## config.mk

```make
export PLATFORM = sky130hd
export DESIGN_NAME = grd_ctrl
export DESIGN_NICKNAME = d
export VERILOG_FILES = /design/src/rtl/grayscale_reconstruction_by_dilation_assert.svh /design/src/rtl/grd_pkg.sv /design/src/rtl/grd_ctrl.sv
export SDC_FILE = /design/constraint.sdc
export NUM_CORES = 1
export LEC_CHECK = 0
export BUFFER_PORTS_ARGS = -buffer_cell sky130_fd_sc_hd__buf_4
export CAP_MARGIN = 5
export CORE_AREA = 2 2 39 41
export CTS_CLUSTER_SIZE = 25
export DETAILED_ROUTE_END_ITERATION = 16
export DIE_AREA = 0 0 41 43
export PLACE_DENSITY_LB_ADDON = 0.3
export SYNTH_ARGS = -nofsm -noshare
export SYNTH_HDL_FRONTEND = slang
export SYNTH_SLANG_ARGS = --single-unit
```

## constraint.sdc

```tcl
create_clock -name i_clk -period 2.7 [get_ports i_clk]
set_clock_uncertainty 0.2 [all_clocks]
set_input_delay 0.54 -clock i_clk [delete_from_list [all_inputs] [get_ports i_clk]]
set_output_delay 0.54 -clock i_clk [all_outputs]
set_load 0.005 [all_outputs]
```

## src/rtl/grayscale_reconstruction_by_dilation_assert.svh

```systemverilog
// ----------------------------------------------------------------------------
// grayscale reconstruction assertion macros
// shared implication checks, clocked and reset-qualified
// ----------------------------------------------------------------------------
`ifndef GRAYSCALE_RECONSTRUCTION_BY_DILATION_ASSERT_SVH
`define GRAYSCALE_RECONSTRUCTION_BY_DILATION_ASSERT_SVH

// antecedent implies consequent in the same cycle
`define GRD_ASSERT_SAME(lbl, clk, rst_n, ante, cons) \
    lbl: assert property (@(posedge clk) disable iff (!(rst_n)) (ante) |-> (cons)) \
        else $error("same-cycle check failed");

// antecedent implies consequent in the next cycle
`define GRD_ASSERT_NEXT(lbl, clk, rst_n, ante, cons) \
    lbl: assert property (@(posedge clk) disable iff (!(rst_n)) (ante) |=> (cons)) \
        else $error("next-cycle check failed");

`endif

```

## src/rtl/grd_pkg.sv

```systemverilog
// ----------------------------------------------------------------------------
// grd_pkg
// constants, codes and controller/datapath link types
// ----------------------------------------------------------------------------
`default_nettype none

package grd_pkg;

    localparam int MAX_WIDTH  = 256;
    localparam int MAX_HEIGHT = 256;
    localparam int PIXEL_BITS = 16;
    localparam int NPIX       = MAX_WIDTH * MAX_HEIGHT;
    localparam int ADDR_BITS  = $clog2(NPIX);
    localparam int CFG_BITS   = 9;
    localparam int FIELD_BITS = 16;
    localparam int SLOT_BITS  = 3;

    localparam logic [1:0] FUNC_LOAD  = 2'd0;
    localparam logic [1:0] FUNC_START = 2'd1;
    localparam logic [1:0] FUNC_READ  = 2'd2;
    localparam logic [1:0] FUNC_NONE  = 2'd3;

    localparam logic KIND_READ = 1'b0;
    localparam logic KIND_DONE = 1'b1;

    localparam logic CFG_WIDTH  = 1'b0;
    localparam logic CFG_HEIGHT = 1'b1;

    // neighborhood slots visited per pixel
    localparam logic [SLOT_BITS-1:0] SLOT_CENTER = 3'd0;
    localparam logic [SLOT_BITS-1:0] SLOT_LEFT   = 3'd1;
    localparam logic [SLOT_BITS-1:0] SLOT_UP     = 3'd2;
    localparam logic [SLOT_BITS-1:0] SLOT_RIGHT  = 3'd3;
    localparam logic [SLOT_BITS-1:0] SLOT_DOWN   = 3'd4;

    typedef struct packed {
        logic                 load;
        logic                 idx_read;
        logic                 out_read;
        logic                 out_done;
        logic                 sweep_init;
        logic                 slot_cap;
        logic                 pix_write;
        logic [SLOT_BITS-1:0] slot;
    } t_cmd;

    typedef struct packed {
        logic last_pix;
        logic any_change;
    } t_sts;

endpackage

`default_nettype wire

```

## src/rtl/grd_ctrl.sv

```systemverilog
// ----------------------------------------------------------------------------
// grd_ctrl
// item decode and raster sweep sequencer
// ----------------------------------------------------------------------------
`default_nettype none

module grd_ctrl (
    input  wire logic        i_clk,
    input  wire logic        i_rst_n,
    input  wire logic        i_in_valid,
    input  wire logic [1:0]  i_func,
    output logic             o_in_ready,
    output logic             o_out_valid,
    input  wire logic        i_out_ready,
    output grd_pkg::t_cmd    o_cmd,
    input  wire grd_pkg::t_sts i_sts,
    output logic             o_busy
);
    import grd_pkg::*;

    localparam logic [2:0] S_IDLE   = 3'd0;
    localparam logic [2:0] S_RDWAIT = 3'd1;
    localparam logic [2:0] S_INIT   = 3'd2;
    localparam logic [2:0] S_ISSUE  = 3'd3;
    localparam logic [2:0] S_CAP    = 3'd4;
    localparam logic [2:0] S_WRITE  = 3'd5;
    localparam logic [2:0] S_DONE   = 3'd6;

    logic [2:0]           r_state, n_state;
    logic [SLOT_BITS-1:0] r_slot, n_slot;
    logic                 r_out_valid, n_out_valid;
    logic                 accept;

    assign o_in_ready = (r_state == S_IDLE) && !r_out_valid;
    assign accept     = i_in_valid && o_in_ready;

    always_comb begin
        n_state     = r_state;
        n_slot      = r_slot;
        n_out_valid = r_out_valid;
        o_cmd       = '0;
        o_cmd.slot  = r_slot;
        if (r_out_valid && i_out_ready) begin
            n_out_valid = 1'b0;
        end
        unique case (r_state)
            S_IDLE: begin
                o_cmd.idx_read = 1'b1;
                if (accept) begin
                    unique case (i_func)
                        FUNC_LOAD:  o_cmd.load = 1'b1;
                        FUNC_START: n_state = S_INIT;
                        FUNC_READ:  n_state = S_RDWAIT;
                        default:    n_state = S_IDLE;
                    endcase
                end
            end
            S_RDWAIT: begin
                o_cmd.out_read = 1'b1;
                n_out_valid    = 1'b1;
                n_state        = S_IDLE;
            end
            S_INIT: begin
                o_cmd.sweep_init = 1'b1;
                n_slot           = SLOT_CENTER;
                n_state          = S_ISSUE;
            end
            S_ISSUE: begin
                n_state = S_CAP;
            end
            S_CAP: begin
                o_cmd.slot_cap = 1'b1;
                if (r_slot == SLOT_DOWN) begin
                    n_state = S_WRITE;
                end else begin
                    n_slot  = r_slot + SLOT_BITS'(1);
                    n_state = S_ISSUE;
                end
            end
            S_WRITE: begin
                o_cmd.pix_write = 1'b1;
                n_slot          = SLOT_CENTER;
                if (!i_sts.last_pix) begin
                    n_state = S_ISSUE;
                end else if (i_sts.any_change) begin
                    n_state = S_INIT;
                end else begin
                    n_state = S_DONE;
                end
            end
            S_DONE: begin
                o_cmd.out_done = 1'b1;
                n_out_valid    = 1'b1;
                n_state        = S_IDLE;
            end
            default: begin
                n_state = S_IDLE;
            end
        endcase
    end

    always_ff @(posedge i_clk) begin
        if (!i_rst_n) begin
            r_state     <= S_IDLE;
            r_slot      <= SLOT_CENTER;
            r_out_valid <= 1'b0;
        end else begin
            r_state     <= n_state;
            r_slot      <= n_slot;
            r_out_valid <= n_out_valid;
        end
    end

    assign o_out_valid = r_out_valid;
    assign o_busy      = (r_state != S_IDLE);

endmodule

`default_nettype wire

```

### Yosys cells after proc, flatten, opt, wreduce, memory -nomap -nowiden

Index checks and enable logic that the tools add are counted.

| operators by class | value |
|---|---|
| add/sub/neg operators | 1 |
| eq/ne operators | 12 |
| mux-type cells | 18 |
| reductions and logical operators | 13 |

Operators by type and width:

| kind | count |
|---|---|
| 2-to-1 mux 3 bit | 5 |
| case mux 3 bit (5 select lines) | 1 |
| == test 3 bit, second input constant | 4 |
| 2-to-1 mux 1 bit | 9 |
| case mux 3 bit (3 select lines) | 1 |
| == test 3 x 2 -> 1 bit, second input constant | 2 |
| inequality test 2 bit, second input constant | 3 |
| case mux 3 bit (2 select lines) | 1 |
| AND reduction 2 bit | 2 |
| nonzero test 2 bit | 2 |
| OR reduction 2 bit | 2 |
| adder 3 x 1 -> 3 bit, second input constant | 1 |
| == test 3 x 1 -> 1 bit, second input constant | 1 |
| logical AND 1 bit | 3 |
| zero test 3 bit | 1 |
| nonzero test 3 bit | 1 |
| == test 2 x 1 -> 1 bit, second input constant | 1 |
| == test 2 bit, second input constant | 1 |
| zero test 2 bit | 1 |
| 2-to-1 mux 2 bit | 1 |
| zero test 1 bit | 1 |

| word-level totals | value |
|---|---|
| bits in registers | 7 |
| input bits | 8 |
| output and inout port bits | 13 |

### Logic depth before layout (Yosys ltp)

Gate-level depths: netlist of run 1.

| logic depth | value |
|---|---|
| depth after elaboration | 5 |
| depth in mapped cells | 5 |
| mapped depth without buffers | 5 |

### Least setup slack after synthesis of run 1

No wires, ideal clock.

| timing | value |
|---|---|
| path kind | reg2out |
| from | reg r_state[2] |
| to | out o_cmd[9] (netlist bit) |
| data arrival time | 1.032 ns |
| required time | 1.960 ns |
| setup slack | 0.928 ns |
| cell stages (with the launch flop) | 4 |
| cells stage by stage | dfxtp_1 > or3_4 > nor2_4 > and3_1 |

RTL lines:

| item | RTL line | text |
|---|---|---|
| start, declared | grd_ctrl.sv:29 | `logic [2:0] r_state, n_state;` |
| start signal, assigned | grd_ctrl.sv:108 | `r_state <= n_state;` |
| end, declared | grd_ctrl.sv:15 | `output grd_pkg::t_cmd o_cmd,` |

==> flow_results.org, run 1 <==
** Outcome
- Result of the run :: finished, final reports clean

** Timing
- Setup violations remaining at the end of the flow were counted as 0.
- Post-route fraction of the period consumed by the critical path :: around 80%
- TNS Setup :: 0 ns
- For this run, the top clock speed supported by timing is around 0.46 GHz.
- Setup repair after global routing left no endpoint under its margin.
- Headroom to the max-slew limit came out at slightly above 70%.
- At the pin with the least slew margin, the transition time is roughly 0.42 ns.
- Counting I/O delays and the setup requirement, the final critical path takes about 2.2 ns.
- The final-report max-slew violation count was 0.
- The count of endpoints failing hold in the final timing report is 0.

** Clock network
- After clock tree synthesis, the clock-pin slew on the worst setup and hold paths is ~0.05 ns.
- Clock tree from TritonCTS :: done
- Max Buffers Root-to-Sink :: 2
- In this run the number of H-tree levels came out at 1.
- After clock tree synthesis, the flow added hold-fix buffers numbering 0.
- Worst-skew pair later-pin latency :: 0.26 ns
- Clock Sinks :: 7
- Post-CTS timing repair inserted 0 buffers for setup.
- Buffer type at the clock tree root :: sky130_fd_sc_hd__clkbuf_4
- Once the clock tree was built, the resizer swapped 0 gates to a different size.
- Total clock buffers created by CTS :: 3

** Die
- The floorplan has 14 rows.
- 21 I/O pins were placed.
- Effective utilization at floorplan :: around a third
- Die Ht :: around 43 um
- After floorplanning, the core was sized to cover about 1400 um^2.
- Measured along the x axis, the die boundary spans between 40 and 50 um.
- Die Area :: 1760 um^2

** Routing
- Number of DRC violations after detailed routing :: 0
- Number of nets still failing antenna checks after routing :: 0
- Routed via count :: 457
- The detailed router finished its first iteration with 6 violations.
- DR pass1 iterations :: 2
- Average wire length per cell after detail routing :: roughly 11 um
- Summed over all layers, the routed wires come to between 1 and 1.5 mm.
- Drt via density :: slightly below 5

** Global routing
- Number of global-route vias before repair :: approximately 420
- Total GRT Usage :: ~14%
- For this run, global-route usage on met2 was measured as 19.7%.
- Largest net degree at the start of global routing :: 14
- The total overflow left after global routing is 0.
- Met1 routing resource usage after global routing :: roughly a fifth
- M3 GR Usage :: between 3 and 4%
- First-pass GRT wire length :: around 1.7 mm
- The number of antenna violations at the first check in global routing is 0.
- In this run the most used layer during global routing was met2.

** Setup path
- STA puts the critical path data arrival time at roughly 1.4 ns.
- Required time at the endpoint of the critical path :: 1.96 ns
- Max stage delay cell, worst path :: sky130_fd_sc_hd__dfxtp_1
- Setup slack on the worst reg-to-reg path comes out at roughly 1.3 ns.
- Counting both buffers and inverters, the worst setup path holds a total of 1.
- Nature of the critical path endpoint :: output pin
- STA classifies the critical path startpoint as a register.
- In this design, the stage delay of the slowest critical-path cell is about 0.43 ns.
- Cell-by-cell trace of the critical path :: or3_4 -> nor2_4 -> and3_1 -> buf_4
- Largest delay contributor family on the critical path :: simple AND/OR/NAND/NOR gates
- In this run the worst path has a maximum fanout of 13.
- Critical path class :: reg -> out

** Finish
- Fraction of layout instances using a drive strength above 1 :: 41.6%
- Fill count :: around 160
- The final layout contains 88 nets.
- Inserted Diodes :: 0
- After routing the design area is 644 um^2.
- Area added between synthesis and finish :: 42.3%

** Logic synthesis
- Summing every instance area after synthesis gives approximately 450 um^2.
- The number of different library cells used by synthesis comes to 26.
- In the synthesized netlist, the number of instances is 54.
- Counting flops and latches in the post-synthesis netlist gives 7.
- After synthesis, flip-flops and latches occupy between 30% and 40% of the total area.
- Net Count, Synth :: 64
- Most common library cells after synthesis :: 7 x sky130_fd_sc_hd__dfxtp_1, 5 x sky130_fd_sc_hd__nand2_1, 5 x sky130_fd_sc_hd__nor2_1
- For this run, the number of Yosys warnings is 0.
- The synthesized design contains 0 enable-type register cells.
- Proportion of register bits with asynchronous set or reset after synthesis :: 0%
- Synthesized area per cell :: ~8.4 um^2
- In the post-synthesis netlist, the cell with the most instances is sky130_fd_sc_hd__dfxtp_1.
- Portion of synthesized cell area occupied by the leading cell type :: 30.9%
- Biggest area contributors in the synthesized netlist :: sky130_fd_sc_hd__dfxtp_1 31%, sky130_fd_sc_hd__ha_1 5.5%, sky130_fd_sc_hd__nor2b_1 5.5%
- Primary flip-flop cell chosen by synthesis mapping :: sky130_fd_sc_hd__dfxtp_1
- The largest total area in the synthesized netlist belongs to sky130_fd_sc_hd__dfxtp_1.

** Placement
- HPWL Detailed :: 799 um
- Routability cong. :: 0.718
- Summing all placed instances gives a cell area of just over 600 um^2.
- Count of input and output buffers :: 20

** Power
- Switching power share of the total :: 24.4%
- In this run the power spent charging and discharging nets is 59.9 uW.
- Part of the total power dissipated in combinational logic :: between 15 and 20%
- In this run the power density over the cells is approximately 380 nW/um^2.
- Per report_power, the clock group accounts for approximately two fifths of the total.
- Fraction of power consumed by sequential logic :: 44.8%
- Internal power of the cells :: around 190 uW
- Worst voltage drop across the vdd grid :: a little under 0.2 mV
- Lkg Pwr :: around 0.00031 uW

** Job
- Across the run, the number of max-cap violations was 0.

** Min path
- The tightest min-delay check is of the in -> reg type.
state kept, by name (all words and copies together), names as in the netlist:
| register | flops |
|---|---|
| r_slot | 3 |
| r_state | 3 |
| o_out_valid | 1 |
layout make-up:
cell class | instances | area, um^2 | area share, %
sequential | 7 | 140 | 21.7
clock buffer | 4 | 26.3 | 4.08
multi-input combinational | 42 | 293 | 45.4
inverter | 4 | 15.0 | 2.33
timing repair buffer | 20 | 150 | 23.3
tap | 16 | 20.0 | 3.11
path summary, 6_finish.rpt:
kind | cells after the start | end | start
hold reg to reg | 2 | r_slot[0] | r_slot[0]
hold / removal | 2 | o_out_valid | i_rst_n
setup / recovery | 4 | o_cmd[9] | r_state[0]
setup reg to reg | 5 | r_slot[1] | r_slot[0]
worst reg2reg max path, stage by stage, from the launching register on:
cell                      delay [ns]
sky130_fd_sc_hd__dfxtp_1        0.37
sky130_fd_sc_hd__inv_1          0.07
sky130_fd_sc_hd__ha_1           0.21
sky130_fd_sc_hd__nand2_1        0.10
sky130_fd_sc_hd__o21ai_1        0.10
sky130_fd_sc_hd__a32o_2         0.29
cell families (layout without fill, tap and decap cells):
family | count (synthesis) | in the layout | share of synthesized area (%)
buf+inv | 5 | 28 | 4.42
fa+ha+maj | 2 | 2 | 5.52
simple gates | 27 | 27 | 40.1
compound gates | 13 | 13 | 19.1
flops | 7 | 7 | 30.9
power groups by stage:
stage	Clock, uW	Sequential [uW]	Combinational, uW
floorplan	0	110	17.9
global placement	0	112	37.8
detailed placement	0	112	37.8
CTS	99.1	110	38.0
global route	106	110	41.8
finish	97.7	110	37.5
layout by cell type (no fill, tap or decap), drive strengths merged:
| cell | netlist | final |
|---|---|---|
| a21oi | 3 | 3 |
| a22o | 1 | 1 |
| a31o | 1 | 1 |
| a32o | 1 | 1 |
| and2 | 1 | 1 |
| and2b | 1 | 1 |
| and3 | 2 | 2 |
| and3b | 2 | 2 |
| and4b | 1 | 1 |
| buf | 1 | 20 |
| clkbuf | 0 | 4 |
| dfxtp | 7 | 7 |
| ha | 2 | 2 |
| inv | 4 | 4 |
| nand2 | 5 | 5 |
| nor2 | 6 | 6 |
| nor2b | 4 | 4 |
| nor3b | 3 | 3 |
| o211ai | 1 | 1 |
| o21ai | 4 | 4 |
| o22ai | 1 | 1 |
| o31a | 1 | 1 |
| or2 | 1 | 1 |
| or3 | 1 | 1 |
per-stage QoR:
stage	setup slack [ns]	total power [uW]	hold WS, ns	instances	util (%)
finish	0.536	245	0.358	93	46.6
global route	0.459	259	0.366	93	46.6
CTS	0.525	247	0.359	93	46.6
detailed placement	0.801	150	0.357	89	44.7
global placement	0.830	150	0.345	89	44.7
floorplan	0.928	128	0.319	54	-
metal layers:
metal  wire length, um  share of wire [%]
met5                 0                  0
met4                26                2.6
met3                91                9.1
met2               438                 44
met1               446                 44
No activity file was read; power rests on OpenSTA's default activity.
==> inputs of run 2 (changes only) <==
ABC_AREA = 1   (was not set)
clock period = 2 ns   (was 2.7 ns; I/O delays follow)
==> run 2 against run 1 <==
Effect of this change: via count grew 13%; first-iteration DRC count shrank 50%; synthesized cell count grew 39%; clock power grew 27%; flip-flop and latch count is the same; core utilization grew 2.8 points; global-route usage shrank 0.33 points; non-clock buffer count is the same; final area grew 6.0%; critical endpoint unchanged; highest routed layer unchanged.
==> flow_results.org, run 2 <==
** Timing
- Post-route fraction of the period consumed by the critical path :: about 93%
- RSZ-0062 raised after global routing :: false
- Count of pins over their slew limit :: 0
- Timing would allow up to roughly 0.54 GHz.
- The worst path meets setup with roughly 0.13 ns of slack.
- Number of setup violations in the final report :: 0
- At the pin with the least slew margin, the transition time is ~0.23 ns.
- In this run the tightest slew margin relative to its limit is between 80 and 90%.
- Worst-case hold slack :: around 0.20 ns
- The clock period could shrink to approximately 1.9 ns.
- The count of endpoints failing hold in the final timing report came to 0.
- TNS Setup :: 0 ns

** Placement
- Port buffering added 20 buffers.
- HPWL Detailed :: ~850 um
- Routability-driven placement finished with a final weighted congestion of 0.741.
- Area after detailed placement :: approximately 650 um^2
- Pre-CTS setup slack :: ~0.35 ns

** Clock network
- In this run the number of H-tree levels came out at 1.
- Total clock buffers created by CTS :: 3
- Buffer type at the clock tree root :: sky130_fd_sc_hd__clkbuf_4
- After clock tree synthesis, the setup repair step added 0 buffers.
- Clock-pin slew on the worst setup and hold paths :: approximately 0.050 ns
- Max Buffers Root-to-Sink :: 2
- Clock latency on the worst-skew pair, taken at its later pin, is approximately 0.24 ns.
- Clock tree from TritonCTS :: done
- The number of hold buffers added after CTS was 0.
- Clock Sinks :: 7

** Die
- Effective utilization at floorplan :: between 30% and 40%
- Die Area :: between 1500 and 2000 um^2
- Number of placed I/O pins :: 21
- Row generation in the floorplan step produced 14 rows.
- Core region area :: ~1400 um^2
- DIE WIDTH :: ~41 um
- The die is 43 um tall.

** Global routing
- The number of antenna violations at the first check in global routing is 0.
- The via count of the first global-routing pass came to 443.
- Entering global routing, the biggest net connects 9 pins.
- In the global route stage, overall resource usage came out at a little over an eighth.
- The first global-routing pass estimated approximately 1.7 mm of wire.
- Total congestion overflow after global routing :: 0

** Power
- The analysis attributes to cell leakage a power of between 0.0003 and 0.0004 uW.
- Fraction of power consumed by sequential logic :: between 40% and 50%
- Internal power of the cells :: 251 uW
- Clock power frac :: 37.0%
- NetSw :: ~83 uW
- The worst-case IR drop observed on VDD is roughly 0.32 mV.
- Total Power Consumption :: roughly 330 uW
- Of the total power, the share spent switching nets is between 20% and 30%.
- Total power divided by cell area :: roughly 500 nW/um^2
- Part of the total power dissipated in combinational logic :: between 10% and 20%

** Logic synthesis
- Synthesized area per cell :: approximately 6.5 um^2
- Summed instance area of the synthesized netlist :: roughly 480 um^2
- Post-synthesis register bit count :: 7
- Primary flip-flop cell chosen by synthesis mapping :: sky130_fd_sc_hd__dfxtp_1
- Summed over all instances, the cell type with the most area after synthesis is sky130_fd_sc_hd__dfxtp_1.
- Biggest area contributors in the synthesized netlist :: sky130_fd_sc_hd__dfxtp_1 29%, sky130_fd_sc_hd__inv_1 11%, sky130_fd_sc_hd__nand3_1 10%
- For this run, asynchronously set or reset flops after synthesis account for 0%.
- During synthesis, Yosys emitted a total of 0 warnings.
- Number of enable flip-flop cells after synthesis :: 0
- Most frequent cell after synthesis :: sky130_fd_sc_hd__inv_1
- Sequential area share after synthesis :: 28.9%
- Of the post-synthesis cell area, the dominant cell type holds between 20% and 30%.
- The cell count after synthesis came out at 75.
- The synthesized netlist contains 19 unique library cells.
- Net Count, Synth :: 85
- After synthesis, the most frequently instantiated cells are 14 x sky130_fd_sc_hd__inv_1, 12 x sky130_fd_sc_hd__nand2_1, 10 x sky130_fd_sc_hd__nand3_1.

** Routing
- DR pass1 iterations :: 4
- After detailed routing, the number of remaining DRC violations is 0.
- Drt first-iter violations :: 3
- Number of nets still failing antenna checks after routing :: 0
- Summing over every cut layer, the via total after detailed routing is 518.
- Using the TritonRoute via totals, the vias-per-cell ratio works out to 4.50.
- In the final routed layout, each cell accounts on average for about 9 um.
- Total wire length :: 1.04 mm

** Finish
- Non-Filler Cell Area, Final :: 683 um^2
- Relative to the synthesized area, the layout overhead comes to 41.1%.
- In the layout the commonest cells are 20 x sky130_fd_sc_hd__buf_4, 14 x sky130_fd_sc_hd__inv_1, 12 x sky130_fd_sc_hd__nand2_1, 10 x sky130_fd_sc_hd__nand3_1, 6 x sky130_fd_sc_hd__nor2_1.
- The library cell used most frequently in the layout, excluding fill and tap cells, is sky130_fd_sc_hd__buf_4.
- Number of nets in the layout :: 110
- 0 antenna diodes ended up in the layout.
- Fraction of layout instances using a drive strength above 1 :: slightly below 40%

** Setup path
- Data arrival time of the critical path :: between 1 and 1.5 ns
- Cell-by-cell trace of the critical path :: nor2_4 -> nand2_2 -> nor2_2 -> nand2_1 -> nor2_1 -> buf_4
- On the critical path, the stage with the largest delay is an instance of sky130_fd_sc_hd__dfxtp_2.
- Element type at the critical path start :: register
- Required time at the endpoint of the critical path :: about 1.4 ns
- Nature of the critical path endpoint :: output pin
- The critical path is of the reg -> out type.
- Of all nets on the critical path, the largest fanout is 6.
- Max incr delay on CP :: ~0.35 ns

** Outcome
- The run finished with clean final reports.

** Min path
- In this run the worst hold path is classified as in -> reg.

** Job
- Maximum capacitance violations :: 0
-- run 2: changes by cell type in the layout (fill, tap and decap cells not counted), moves of 3 or more --
cell | before | now
sky130_fd_sc_hd__nand2_2 | 0 | 3
sky130_fd_sc_hd__nand2_1 | 5 | 12
sky130_fd_sc_hd__nor2_2 | 0 | 4
sky130_fd_sc_hd__nand3_1 | 0 | 10
sky130_fd_sc_hd__nor2b_1 | 4 | 0
sky130_fd_sc_hd__inv_1 | 4 | 14
sky130_fd_sc_hd__inv_2 | 0 | 3
-- run 2: cell families (layout without fill, tap and decap cells) --
group | Yosys count | after routing | share of synthesized area [%]
AOI/OAI and AO/OA | 8 | 8 | 9.30
xor gates and xnor gates | 1 | 1 | 1.81
adders and majority gates | 2 | 2 | 5.17
buffers and inverters | 17 | 41 | 13.2
DFF | 7 | 7 | 28.9
and+or+nand+nor | 40 | 40 | 41.6
-- run 2: worst max-delay path: cells and delay by family, from the launching register on --
kind                   cells  cell delay, ns
and+or+nand+nor            5            0.55
DFF                        1            0.35
buffers and inverters      1            0.11
-- run 2: routing by layer --
layer	wire [um]	vias to the layer above	global-route usage, %
li1	-	283	-
met2	492	10	20.9
met1	486	223	17.4
met5	0	-	0
met4	4	0	8.00
met3	55	2	1.57
-- run 2: per-stage QoR --
stage / instances / utilization, %
floorplan: 75 / -
global placement: 111 / 47.3
detailed placement: 111 / 47.3
CTS: 115 / 49.2
global route: 115 / 49.4
finish: 115 / 49.4
-- run 2: path summary, 6_finish.rpt --
path	from	to	slack [ns]	depth (start not counted)
setup reg to reg	r_slot[0]	r_slot[1]	0.55	7
hold / removal	i_rst_n	o_out_valid	0.20	3
setup / recovery	r_state[0]	o_cmd[9]	0.13	6
hold reg to reg	r_slot[1]	r_slot[1]	0.33	2
-- run 2: what timing repair did --
item                                   4_1_cts  5_1_grt
endpoints found under the hold margin        0        0
setup endpoints to repair                    0        1
gates resized for setup                      0        2
-- run 2: layout make-up --
cell class / instances / area, um^2
fillers: 153 / 701
well taps: 16 / 20.0
multi-input cells: 51 / 280
flip-flops and latches: 7 / 143
inverters: 17 / 63.8
repair buffers: 20 / 150
clock buffers: 4 / 26.3
-- run 2: power groups by stage --
stage	clock [uW]	combinational, uW	sequential (uW)
detailed placement	0	64.2	149
global placement	0	63.7	149
finish	124	63.7	147
global route	138	70.7	147
CTS	129	64.6	147
floorplan	0	34.1	149
==> inputs of run 3 (changes only) <==
ABC_AREA = not set   (was 1)
==> run 3 against run 2 <==
Effect of this change: core utilization increased by 0.54 points; routed wire length rose by 4.5%; global-route usage down 0.68 points; combinational power decreased by 9.9%; highest routed layer unchanged.
==> flow_results.org, run 3 (same netlist as run 1, synthesis figures left out) <==
** Power
- Worst voltage drop across the vdd grid :: between 0.4 and 0.5 mV
- For this design the static power due to leakage is approximately 0.00035 uW.
- In this run the power density over the cells is just under 500 nW/um^2.
- Power comes to 334 uW.

** Timing
- Rel. slew slack :: a little over four fifths
- Number of setup violations in the final report :: 0
- Setup repair after global routing could not meet its margin everywhere.
- Slew at the pin closest to its max-slew limit :: 0.240 ns
- The final-report max-slew violation count is 0.
- Final period demand of the worst path :: 1.96 ns
- TNS Setup :: 0 ns
- Max frequency :: 0.511 GHz
- Post-route fraction of the period consumed by the critical path :: between 90% and 100%
- The count of endpoints failing hold in the final timing report is 0.

** Finish
- Number of nets in the layout :: 93
- Fill count :: between 100 and 150
- Inserted Diodes :: 0
- Non-Filler Cell Area, Final :: 691 um^2
- The library cell used most frequently in the layout, excluding fill and tap cells, is sky130_fd_sc_hd__buf_4.
- Area added between synthesis and finish :: 52.5%
- Of the cells placed in the final design, the portion with a size suffix greater than 1 is around half.
- Commonest cells after routing, fill and taps aside :: 25 x sky130_fd_sc_hd__buf_4, 5 x sky130_fd_sc_hd__nand2_1, 5 x sky130_fd_sc_hd__nor2_1, 5 x sky130_fd_sc_hd__dfxtp_1

** Routing
- After detailed routing, the number of vias per cell comes to about 4.7.
- The detailed router finished its first iteration with 2 violations.
- Routed via count :: between 400 and 500
- Length of routed met3 wiring :: about 80 um
- The first detailed-routing pass took 3 iterations.
- Dividing the detail-routed wire length by the instance count gives approximately 11 um.
- For this block, the routed nets add up to 1.09 mm of wire.
- Number of DRC violations after detailed routing :: 0
- The detail route stage leaves a number of antenna-violating nets equal to 0.
- After detailed routing, the wire length on met1 is approximately 480 um.
- Highest metal layer with signal wires :: met4
- Wire length on met2 :: ~500 um

** Clock network
- Clock-pin slew on the worst setup and hold paths :: 0.06 ns
- Max Buffers Root-to-Sink :: 2
- Clock tree from TritonCTS :: done
- Clock Sinks :: 7
- The tree is rooted in a sky130_fd_sc_hd__clkbuf_4.
- Total clock buffers created by CTS :: 3
- Total number of H-tree levels :: 1
- Clock latency on the worst-skew pair, taken at its later pin, is 0.26 ns.

** Min path
- Type of the most critical hold path :: in -> reg

** Setup path
- STA puts the critical path data required time at 1.40 ns.
- At the worst endpoint, the arrival time is ~1.4 ns.
- The setup path with the least slack is of type reg -> out.
- The signal on the critical path passes through or3_4 -> nor2_4 -> and3_1 -> buf_4.
- Nature of the critical path endpoint :: output pin
- For this design, the slowest cell found on the critical path is sky130_fd_sc_hd__or3_4.
- The cell family contributing the most delay on the critical path is simple AND/OR/NAND/NOR gates.
- Max incr delay on CP :: around 0.41 ns
- Crit path buf inv count :: 1
- Element type at the critical path start :: register
- Critical path fanouts, max :: 5

** Global routing
- Number of global-route vias before repair :: about 380
- The number of antenna violations at the first check in global routing was 0.
- Entering global routing, the biggest net connects 13 pins.
- Summed over all layers, the global routing overflow is 0.
- Across every metal layer, demand over resource in global routing totals between 10 and 15%.
- First-pass GRT wire length :: 1.55 mm

** Die
- DIE WIDTH :: just over 40 um
- Die Area :: 1760 um^2
- 21 I/O pins were placed.
- Die Ht :: around 43 um
- The floorplan step defined a core boundary enclosing around 1400 um^2.
- After floorplanning, the core was divided into 14 placement rows.
- Once the floorplan was initialized, standard cells occupied 32.7% of the core.

** Job
- The tool flagged a number of max-cap violations equal to 0.

** Outcome
- The flow ran to the end, and the final reports show no timing, DRC or antenna violations.

** Placement
- The HPWL after detailed placement is 822 um.
- Routability cong. :: between 0.7 and 0.8
- Count of input and output buffers :: 20
- Area after detailed placement :: about 630 um^2
run 3: changes by cell type in the layout (fill, tap and decap cells not counted), moves of 3 or more:
| cell | previous run | this run |
|---|---|---|
| sky130_fd_sc_hd__inv_2 | 3 | 0 |
| sky130_fd_sc_hd__nor2b_1 | 0 | 4 |
| sky130_fd_sc_hd__buf_4 | 20 | 25 |
| sky130_fd_sc_hd__nand2_1 | 12 | 5 |
| sky130_fd_sc_hd__nand3_1 | 10 | 0 |
| sky130_fd_sc_hd__nor2_2 | 4 | 0 |
| sky130_fd_sc_hd__nand2_2 | 3 | 0 |
| sky130_fd_sc_hd__inv_1 | 14 | 4 |
run 3: area by class of cell:
cell class | instances | area [um^2] | area share (%)
inverter | 4 | 15.0 | 2.17
sequential | 7 | 148 | 21.4
clock buffer | 3 | 22.5 | 3.26
multi-input combinational | 42 | 293 | 42.4
timing repair buffer | 25 | 188 | 27.2
tap | 16 | 20.0 | 2.90
clock inverter | 1 | 5.00 | 0.725
run 3: final timing paths:
kind	from	end	slack, ns	cells after the start
hold reg to reg	r_slot[0]	r_slot[0]	0.37	2
setup / recovery	r_state[1]	o_cmd[9]	0.04	4
hold / removal	i_rst_n	o_out_valid	0.22	2
setup reg to reg	r_state[1]	r_slot[1]	0.56	4
run 3: timing repair:
item | in CTS | in global routing
resized for setup | 1 | 3
endpoints found under the setup margin | 1 | 1
pin swaps | 0 | 1
hold buffers | 0 | 0
hold endpoints to repair | 0 | 0
setup buffers | 0 | 4
run 3: through the flow:
stage          setup slack (ns)  cells  util (%)  hold slack [ns]
6_report                 0.0427     98      49.9            0.220
4_1_cts                0.000290     94      47.3            0.213
2_1_floorplan             0.368     54         -            0.319
3_3_place_gp              0.289     90      45.2            0.344
3_5_place_dp              0.253     90      45.2            0.351
5_1_grt               -0.000802     98      49.9            0.233
run 3: metal layers:
layer	vias up	global-route usage [%]
met3	4	1.57
met1	196	17.2
met5	-	0
met4	0	10.0
met2	17	18.1
li1	246	-
run 3: report_power, final:
group / internal [uW] / switching [uW] / total (uW)
registers: 140 / 2.46 / 143
logic: 33.9 / 23.5 / 57.4
clock network: 73.5 / 60.8 / 134
